$ cat config.mk
export PLATFORM = sky130hd
export DESIGN_NAME = khld_sha_core
export DESIGN_NICKNAME = d
export VERILOG_FILES = /design/src/rtl/khld_pkg.sv /design/src/rtl/khld_sha_core.sv
export SDC_FILE = /design/constraint.sdc
export NUM_CORES = 2
export LEC_CHECK = 0
export BUFFER_PORTS_ARGS = -buffer_cell sky130_fd_sc_hd__buf_2
export CAP_MARGIN = 10
export CORE_MARGIN = 2
export CORE_UTILIZATION = 45
export CTS_CLUSTER_DIAMETER = 120
export DETAILED_ROUTE_END_ITERATION = 6
export PLACE_DENSITY_LB_ADDON = 0.05
export SLEW_MARGIN = 5
export SYNTH_ARGS = -nofsm -noshare
export SYNTH_HDL_FRONTEND = slang
export SYNTH_SLANG_ARGS = --single-unit
$ cat constraint.sdc
create_clock -name clk -period 30 [get_ports clk]
set_input_delay 4.5 -clock clk [delete_from_list [all_inputs] [get_ports clk]]
set_output_delay 4.5 -clock clk [all_outputs]
set_load 0.02 [all_outputs]
$ cat src/rtl/khld_pkg.sv
`default_nettype none
// ----------------------------------------------------------------------------
// khld_pkg: shared constants and types
// Round constants, initial hash words and register indexes for the
// keyed hash loss decider.
// ----------------------------------------------------------------------------
package khld_pkg;

	localparam logic [2:0] REG_SEED0   = 3'd0;
	localparam logic [2:0] REG_SEED1   = 3'd1;
	localparam logic [2:0] REG_SEED2   = 3'd2;
	localparam logic [2:0] REG_SEED3   = 3'd3;
	localparam logic [2:0] REG_WSTART  = 3'd4;
	localparam logic [2:0] REG_WEND    = 3'd5;
	localparam logic [2:0] REG_DIR     = 3'd6;
	localparam logic [2:0] REG_ENABLE  = 3'd7;

	localparam logic [7:0] IPAD_BYTE = 8'h36;
	localparam logic [7:0] OPAD_BYTE = 8'h5c;
	localparam logic [7:0] PAD_MARK  = 8'h80;
	localparam logic [6:0] DROP_MODULUS = 7'd100;

	localparam logic [255:0] H_INIT = {
		32'h6a09e667, 32'hbb67ae85, 32'h3c6ef372, 32'ha54ff53a,
		32'h510e527f, 32'h9b05688c, 32'h1f83d9ab, 32'h5be0cd19};

	// "loss-recovery-v1" followed by a zero byte
	localparam logic [135:0] MSG_TAG = 136'h6c6f73732d7265636f766572792d763100;

	typedef struct packed {
		logic        start;
		logic [511:0] block;
		logic [255:0] chain;
	} sha_req_t;

	function automatic logic [31:0] round_k(input logic [5:0] i);
		logic [31:0] k;
		begin
			case (i)
				6'd0: k = 32'h428a2f98; 6'd1: k = 32'h71374491;
				6'd2: k = 32'hb5c0fbcf; 6'd3: k = 32'he9b5dba5;
				6'd4: k = 32'h3956c25b; 6'd5: k = 32'h59f111f1;
				6'd6: k = 32'h923f82a4; 6'd7: k = 32'hab1c5ed5;
				6'd8: k = 32'hd807aa98; 6'd9: k = 32'h12835b01;
				6'd10: k = 32'h243185be; 6'd11: k = 32'h550c7dc3;
				6'd12: k = 32'h72be5d74; 6'd13: k = 32'h80deb1fe;
				6'd14: k = 32'h9bdc06a7; 6'd15: k = 32'hc19bf174;
				6'd16: k = 32'he49b69c1; 6'd17: k = 32'hefbe4786;
				6'd18: k = 32'h0fc19dc6; 6'd19: k = 32'h240ca1cc;
				6'd20: k = 32'h2de92c6f; 6'd21: k = 32'h4a7484aa;
				6'd22: k = 32'h5cb0a9dc; 6'd23: k = 32'h76f988da;
				6'd24: k = 32'h983e5152; 6'd25: k = 32'ha831c66d;
				6'd26: k = 32'hb00327c8; 6'd27: k = 32'hbf597fc7;
				6'd28: k = 32'hc6e00bf3; 6'd29: k = 32'hd5a79147;
				6'd30: k = 32'h06ca6351; 6'd31: k = 32'h14292967;
				6'd32: k = 32'h27b70a85; 6'd33: k = 32'h2e1b2138;
				6'd34: k = 32'h4d2c6dfc; 6'd35: k = 32'h53380d13;
				6'd36: k = 32'h650a7354; 6'd37: k = 32'h766a0abb;
				6'd38: k = 32'h81c2c92e; 6'd39: k = 32'h92722c85;
				6'd40: k = 32'ha2bfe8a1; 6'd41: k = 32'ha81a664b;
				6'd42: k = 32'hc24b8b70; 6'd43: k = 32'hc76c51a3;
				6'd44: k = 32'hd192e819; 6'd45: k = 32'hd6990624;
				6'd46: k = 32'hf40e3585; 6'd47: k = 32'h106aa070;
				6'd48: k = 32'h19a4c116; 6'd49: k = 32'h1e376c08;
				6'd50: k = 32'h2748774c; 6'd51: k = 32'h34b0bcb5;
				6'd52: k = 32'h391c0cb3; 6'd53: k = 32'h4ed8aa4a;
				6'd54: k = 32'h5b9cca4f; 6'd55: k = 32'h682e6ff3;
				6'd56: k = 32'h748f82ee; 6'd57: k = 32'h78a5636f;
				6'd58: k = 32'h84c87814; 6'd59: k = 32'h8cc70208;
				6'd60: k = 32'h90befffa; 6'd61: k = 32'ha4506ceb;
				6'd62: k = 32'hbef9a3f7; 6'd63: k = 32'hc67178f2;
				default: k = 32'h0;
			endcase
			return k;
		end
	endfunction

endpackage
`default_nettype wire

$ cat src/rtl/khld_sha_core.sv
`default_nettype none
// ----------------------------------------------------------------------------
// khld_sha_core: one SHA-256 compression, one round per cycle
// Message schedule kept in a sixteen-word sliding window.
// ----------------------------------------------------------------------------
module khld_sha_core (
	input  wire logic              clk,
	input  wire logic              arst_n,
	input  wire khld_pkg::sha_req_t req,
	output logic                   done,
	output logic [255:0]           digest
);

	logic [511:0] w_q;
	logic [255:0] v_q;
	logic [255:0] chain_q;
	logic [5:0]   rnd_q;
	logic         busy_q;

	logic [31:0] a, b, c, d, e, f, g, h, w0, w1, w9, w14;
	logic [31:0] s0, s1, t1, t2, ws0, ws1, wnew;

	assign {a, b, c, d, e, f, g, h} = v_q;
	assign w0  = w_q[511:480];
	assign w1  = w_q[479:448];
	assign w9  = w_q[223:192];
	assign w14 = w_q[63:32];

	always_comb begin
		s1 = {e[5:0], e[31:6]} ^ {e[10:0], e[31:11]} ^ {e[24:0], e[31:25]};
		s0 = {a[1:0], a[31:2]} ^ {a[12:0], a[31:13]} ^ {a[21:0], a[31:22]};
		t1 = h + s1 + ((e & f) ^ (~e & g)) + khld_pkg::round_k(rnd_q) + w0;
		t2 = s0 + ((a & b) ^ (a & c) ^ (b & c));
		ws0 = {w1[6:0], w1[31:7]} ^ {w1[17:0], w1[31:18]} ^ {3'b0, w1[31:3]};
		ws1 = {w14[16:0], w14[31:17]} ^ {w14[18:0], w14[31:19]} ^ {10'b0, w14[31:10]};
		wnew = w0 + ws0 + w9 + ws1;
	end

	always_comb begin
		for (int i = 0; i < 8; i++) begin
			digest[32*i +: 32] = chain_q[32*i +: 32] + v_q[32*i +: 32];
		end
	end

	always_ff @(posedge clk or negedge arst_n) begin
		if (!arst_n) begin
			busy_q <= 1'b0;
			done   <= 1'b0;
			rnd_q  <= '0;
		end else begin
			done <= 1'b0;
			if (req.start) begin
				busy_q <= 1'b1;
				rnd_q  <= '0;
			end else if (busy_q) begin
				rnd_q <= rnd_q + 6'd1;
				if (rnd_q == 6'd63) begin
					busy_q <= 1'b0;
					done   <= 1'b1;
				end
			end
		end
	end

	always_ff @(posedge clk) begin
		if (req.start) begin
			w_q     <= req.block;
			v_q     <= req.chain;
			chain_q <= req.chain;
		end else if (busy_q) begin
			w_q <= {w_q[479:0], wnew};
			v_q <= {t1 + t2, a, b, c, d + t1, e, f, g};
		end
	end

endmodule
`default_nettype wire

=== Yosys cells after proc, flatten, opt, wreduce, memory -nomap -nowiden ===
Memories as Yosys holds them, arrays and structs flattened.
Index checks and enable logic that the tools add are counted.

* Memory bits (writable): 0
* Bits in read-only memories: 2048
* Input bits: 771
* Output and inout port bits: 257
* Memories kept: 1
* Word-level logic and storage cells: 57
* Bits in registers: 1032
* Latch bits: 0

{| class="wikitable"
|+ Memories
! name !! depth !! bits a word !! rd ports !! clocked after Yosys merged registers in !! write ports !! line !! text
|-
| (name not given) || 64 || 32 || 1 || 0 || 0 || khld_pkg.sv:39 || <nowiki>case (i)</nowiki>
|}

* $add $sub $neg: 19
* Reductions and logical operators: 1
* Bitwise logic cells: 17
* Shift-type cells: 0
* Multiply operators: 0
* Order comparisons: 0
* Div/mod/pow operators: 0
* Multiplexer cells: 12
* Equality and inequality tests: 1

{| class="wikitable"
|+ Operators with widths
! operator !! count
|-
| $mux 512 || 2
|-
| $add 32x32->32 || 18
|-
| $mux 256 || 2
|-
| $xor 32x32->32 || 9
|-
| $and 32x32->32 || 5
|-
| $not 32->32 || 1
|-
| $xor 32x22->32 || 1
|-
| $xor 32x29->32 || 1
|-
| $mux 6 || 2
|-
| $add 6x1->6 const B || 1
|-
| $eq 6x6->1 const B || 1
|-
| $mux 1 || 6
|-
| $reduce_bool 2->1 || 1
|}

=== Longest topological paths before layout ===
* Depth after elaboration: 9
* Mapped depth: 36
* Gate-level depth less buffers: 35

=== Worst setup path after synthesis ===
OpenSTA, ideal clock, no wires.

* Path type: input to register
* Start: in req[768] (netlist bit)
* End: reg v_q[0] (enable)
* Data required time: 29.178 ns
* Stages: 4
* Setup time: 0.822 ns
* Setup slack: 14.671 ns
* Path buffers: 3
* Arrival: 14.507 ns
* Cells stage by stage: clkbuf_1 clkbuf_1 buf_1 or2_2

* Word-level cells in the longest chain between the ends: 1

{| class="wikitable"
|+ Ends and longest elaborated chain
! item !! line !! text
|-
| start: declaration || khld_sha_core.sv:9 || <nowiki>input wire khld_pkg::sha_req_t req,</nowiki>
|-
| $reduce_bool 2->1 (no line) || -- ||
|-
| end signal: assignment || khld_sha_core.sv:68 || <nowiki>v_q <= req.chain;</nowiki>
|-
| end signal: assignment || khld_sha_core.sv:72 || <nowiki>v_q <= {t1 + t2, a, b, c, d + t1, e, f, g};</nowiki>
|-
| end: declaration || khld_sha_core.sv:15 || <nowiki>logic [255:0] v_q;</nowiki>
|}

No other way between the ends.
A chain may end at the register's enable or synchronous reset.

=== Worst setup path in the final report ===
* Start: reg v_q[96]
* End: out digest[116]

* Word-level cells in the longest chain between the ends: 1

{| class="wikitable"
|+ Ends and longest elaborated chain
! item !! line !! text
|-
| $add 32x32->32 || khld_sha_core.sv:41 || <nowiki>digest[32*i +: 32] = chain_q[32*i +: 32] + v_q[32*i +: 32];</nowiki>
|-
| end: declaration || khld_sha_core.sv:11 || <nowiki>output logic [255:0] digest</nowiki>
|}

No other way between the ends.

==> results.cfg <==
[drt]
drtIter0Drc = 4728
wl_per_cell_um = 29.29
ant_nets = 0
vias = 52400
vias_per_cell = 5.740
first_pass_iters = 7
wl_um = 267400
drc_errors = 0

[synth]
synth_compound_area_share_pct = 12.68
synth_simple_gate_area_share_pct = 6.778
synth_area_um2 = 68890
async_reset_ff_share_pct = 0.7752
synth_mux_area_share_pct = 11.42
syn_area_per_cell_um2 = 11.51
ys_seq_elements = 1032
synthCells = 5986
syn_nets = 7351
synthFlopType = edfxtp_1
yosysUniqueCellTypes = 95
ys_warn_count = 0
ys_seq_area_share_pct = 44.93
synth_xor_area_share_pct = 7.212
synth_top_family_by_area = adder cells
synth_fa_ha_area_share_pct = 12.96
synth_edf_count = 1024

[layout]
layout-drive-gt1-share_pct = 27.92
fin_nets = 8320
synthToLayoutAreaGrowth_pct = 16.23

[clock_tree]
cts_buffers = 116
cts.clk_slew.worst_paths_ns = 0.06
cts.path.max_buffers = 3
root_buffer = clkbuf_16
cts-resized-gates = 0
htreeDepth = 3
cts_tree = done
cts.hold.buffers_added = 0
clk_latency_ns = 0.77
post_cts_buffers = 0
clock_sinks = 1032

[critical_path]
worstPathArrival_ns = 5.07
rrSetupSlack_ns = 20.71
max_stage_delay_ns = 0.78
reg2reg_to = v_q[253]$_DFFE_PP_
startpoint_type = register
crit_required_ns = 25.50
worst_path_max_delay_cell = xnor2_1
crit_chain = ha_1 > inv_1 > fa_1 > nor2b_1 > o2111ai_1 > a31oi_1 > o21ai_1 > o31ai_1 > nor2_1 > o21bai_1 > a21oi_1 > xnor2_1 > buf_2
end_kind = output pin
critical_path_class = register to output pin
endpoint = digest[116]
timing.rr.start = rnd_q[2]$_DFFE_PN0P_
reg2regPathDepth = 35
crit_fanout = 6
startpoint = v_q[96]$_DFFE_PP_

[worst_hold_path]
hp-class = register to register

[die]
core_um2 = 151900
start_util_pct = 45.35
die_area_um2 = 156200
ios = 1028
die_w_um = 395.3
rows = 143
chipHeight_um = 395.3

[timing]
slew_headroom_pct = 24.12
final-hold-violation-count = 0
fin_crit_ns = 9.571
rsz0062_at_grt = false
worst_pin_slew_ns = 1.138
finalMaxSlewViolations = 0
fin_crit_sh_pct = 31.90
fmax_mhz = 104.5
finalSetupTns_ns = 0
setup_viol = 0
fin_skew_ns = 0.05344

[grt]
antenna_found_initial = 80
grt.overflow.total = 0
grt_pass1_vias = 51140
grt_max_degree = 179
grt_pass1_wl_um = 372500
grt.total_usage_pct = 33.43

[placement]
io_buffer_count = 1027
routabilityCongestion = 0.9801
hpwl_um = 216700

[job]
max_cap_viol_count = 0

[outcome]
status = finished, final reports clean
## worst min path at each step
stage                                  start                 end  slack, ns  cells after the start
after CTS                 w_q[332]$_DFFE_PP_  w_q[364]$_DFFE_PP_       0.53                      1
after global routing      w_q[227]$_DFFE_PP_  w_q[259]$_DFFE_PP_       0.55                      1
final                     w_q[332]$_DFFE_PP_  w_q[364]$_DFFE_PP_       0.53                      1
after detailed placement   w_q[85]$_DFFE_PP_  w_q[117]$_DFFE_PP_       0.53                      1
after global placement    w_q[308]$_DFFE_PP_  w_q[340]$_DFFE_PP_       0.53                      1
after floorplan             w_q[0]$_DFFE_PP_   w_q[32]$_DFFE_PP_       0.52                      1
## registers in the layout, summed over array words and instances, names as in the netlist
signal,flops
chain_q,256
w_q,512
busy_q,1
v_q,256
rnd_q,6
done,1
## metal layers
layer | GRT usage (%) | part of all wire (%)
met5 | 0 | 0.084
met4 | 10.12 | 3.2
met3 | 6.294 | 7.9
met2 | 52.81 | 46
met1 | 46.62 | 43
## placed cells by master, fill, tap and decap left out, drive strengths merged, types with 51 or more instances in the layout
| master | synthesis | layout |
|---|---|---|
| clkinv | 2 | 51 |
| o21a | 55 | 55 |
| inv | 514 | 518 |
| nor3 | 84 | 84 |
| a21o | 183 | 183 |
| nand2 | 318 | 318 |
| mux2 | 673 | 673 |
| ha | 399 | 399 |
| nand2b | 64 | 64 |
| nand3 | 85 | 85 |
| edfxtp | 1024 | 1024 |
| a211oi | 75 | 75 |
| nor2 | 247 | 247 |
| o21ai | 389 | 389 |
| xor2 | 186 | 186 |
| clkbuf | 199 | 147 |
| xnor2 | 377 | 377 |
| fa | 195 | 195 |
| buf | 21 | 1071 |
| a21oi | 330 | 330 |
## cell type report
| type | count | area, um2 |
|---|---|---|
| clock buffers | 147 | 3019 |
| diodes | 43 | 107.6 |
| fillers | 13590 | 71830 |
| clock inverters | 72 | 803.3 |
| flip-flops and latches | 1032 | 30960 |
| inverters | 516 | 1937 |
| multi-input cells | 4218 | 35180 |
| repair buffers | 1071 | 5530 |
| well taps | 2030 | 2540 |
## cell families (layout without fill, tap and decap cells)
logic type | after synthesis | in the layout
AOI/OAI and AO/OA | 1367 | 1367
xor gates and xnor gates | 564 | 564
adders and majority gates | 597 | 597
buffers and inverters | 736 | 1806
DFF | 1032 | 1032
muxes | 693 | 693
other | 0 | 43
and+or+nand+nor | 997 | 997
## critical path, delay by kind of cell (launching register included)
family / cells / cell delay [ns]
AOI/OAI and AO/OA: 6 / 1.53
xor gates and xnor gates: 1 / 0.78
adders and majority gates: 2 / 0.67
buffers and inverters: 2 / 0.38
DFF: 1 / 0.63
and+or+nand+nor: 2 / 0.31
## per-stage QoR
step / instance area [um2] / setup WS [ns] / hold WS [ns] / cells / util (%)
after CTS: 79960 / 20.38 / 0.5331 / 9086 / 52.64
after floorplan: 68890 / 14.67 / 0.5248 / 5986 / -
after global routing: 80020 / 20.27 / 0.5478 / 9107 / 52.68
final: 80070 / 20.43 / 0.5346 / 9129 / 52.71
after detailed placement: 76140 / 19.99 / 0.5327 / 8867 / 50.12
after global placement: 76140 / 20.03 / 0.5270 / 8867 / 50.12
## synthesized netlist by cell type, types with 10 or more instances
cell	number	area share [%]
a31oi_1	39	0.35
nor2_1	246	1.3
a2bb2oi_1	10	0.13
buf_1	16	0.087
a21o_1	182	2.0
o211ai_1	37	0.40
clkbuf_1	196	1.1
xnor2_1	375	4.8
xor2_1	186	2.4
edfxtp_1	1024	45
nor3b_1	12	0.13
or3_1	27	0.25
mux2_2	673	11
nand3_1	85	0.62
inv_1	512	2.8
o2111ai_1	19	0.24
nand2_1	318	1.7
mux2i_1	13	0.19
o22ai_1	13	0.12
nor3_1	83	0.60
o21bai_1	50	0.54
o21a_1	54	0.59
o21ai_0	377	2.7
nor2b_1	50	0.45
nand4_1	27	0.25
a21oi_1	327	2.4
and3_1	34	0.31
a2111oi_0	11	0.14
a211oi_1	74	0.81
fa_1	195	5.7
and2_1	10	0.091
a21boi_0	13	0.14
o31ai_1	27	0.29
o21ai_1	10	0.073
o41ai_1	11	0.14
nand2b_1	64	0.58
or2_2	10	0.091
ha_1	399	7.2
a31o_2	11	0.14
Power is not shown: default switching activity piles up to over one toggle a cycle in this logic, so the estimate is an artifact.
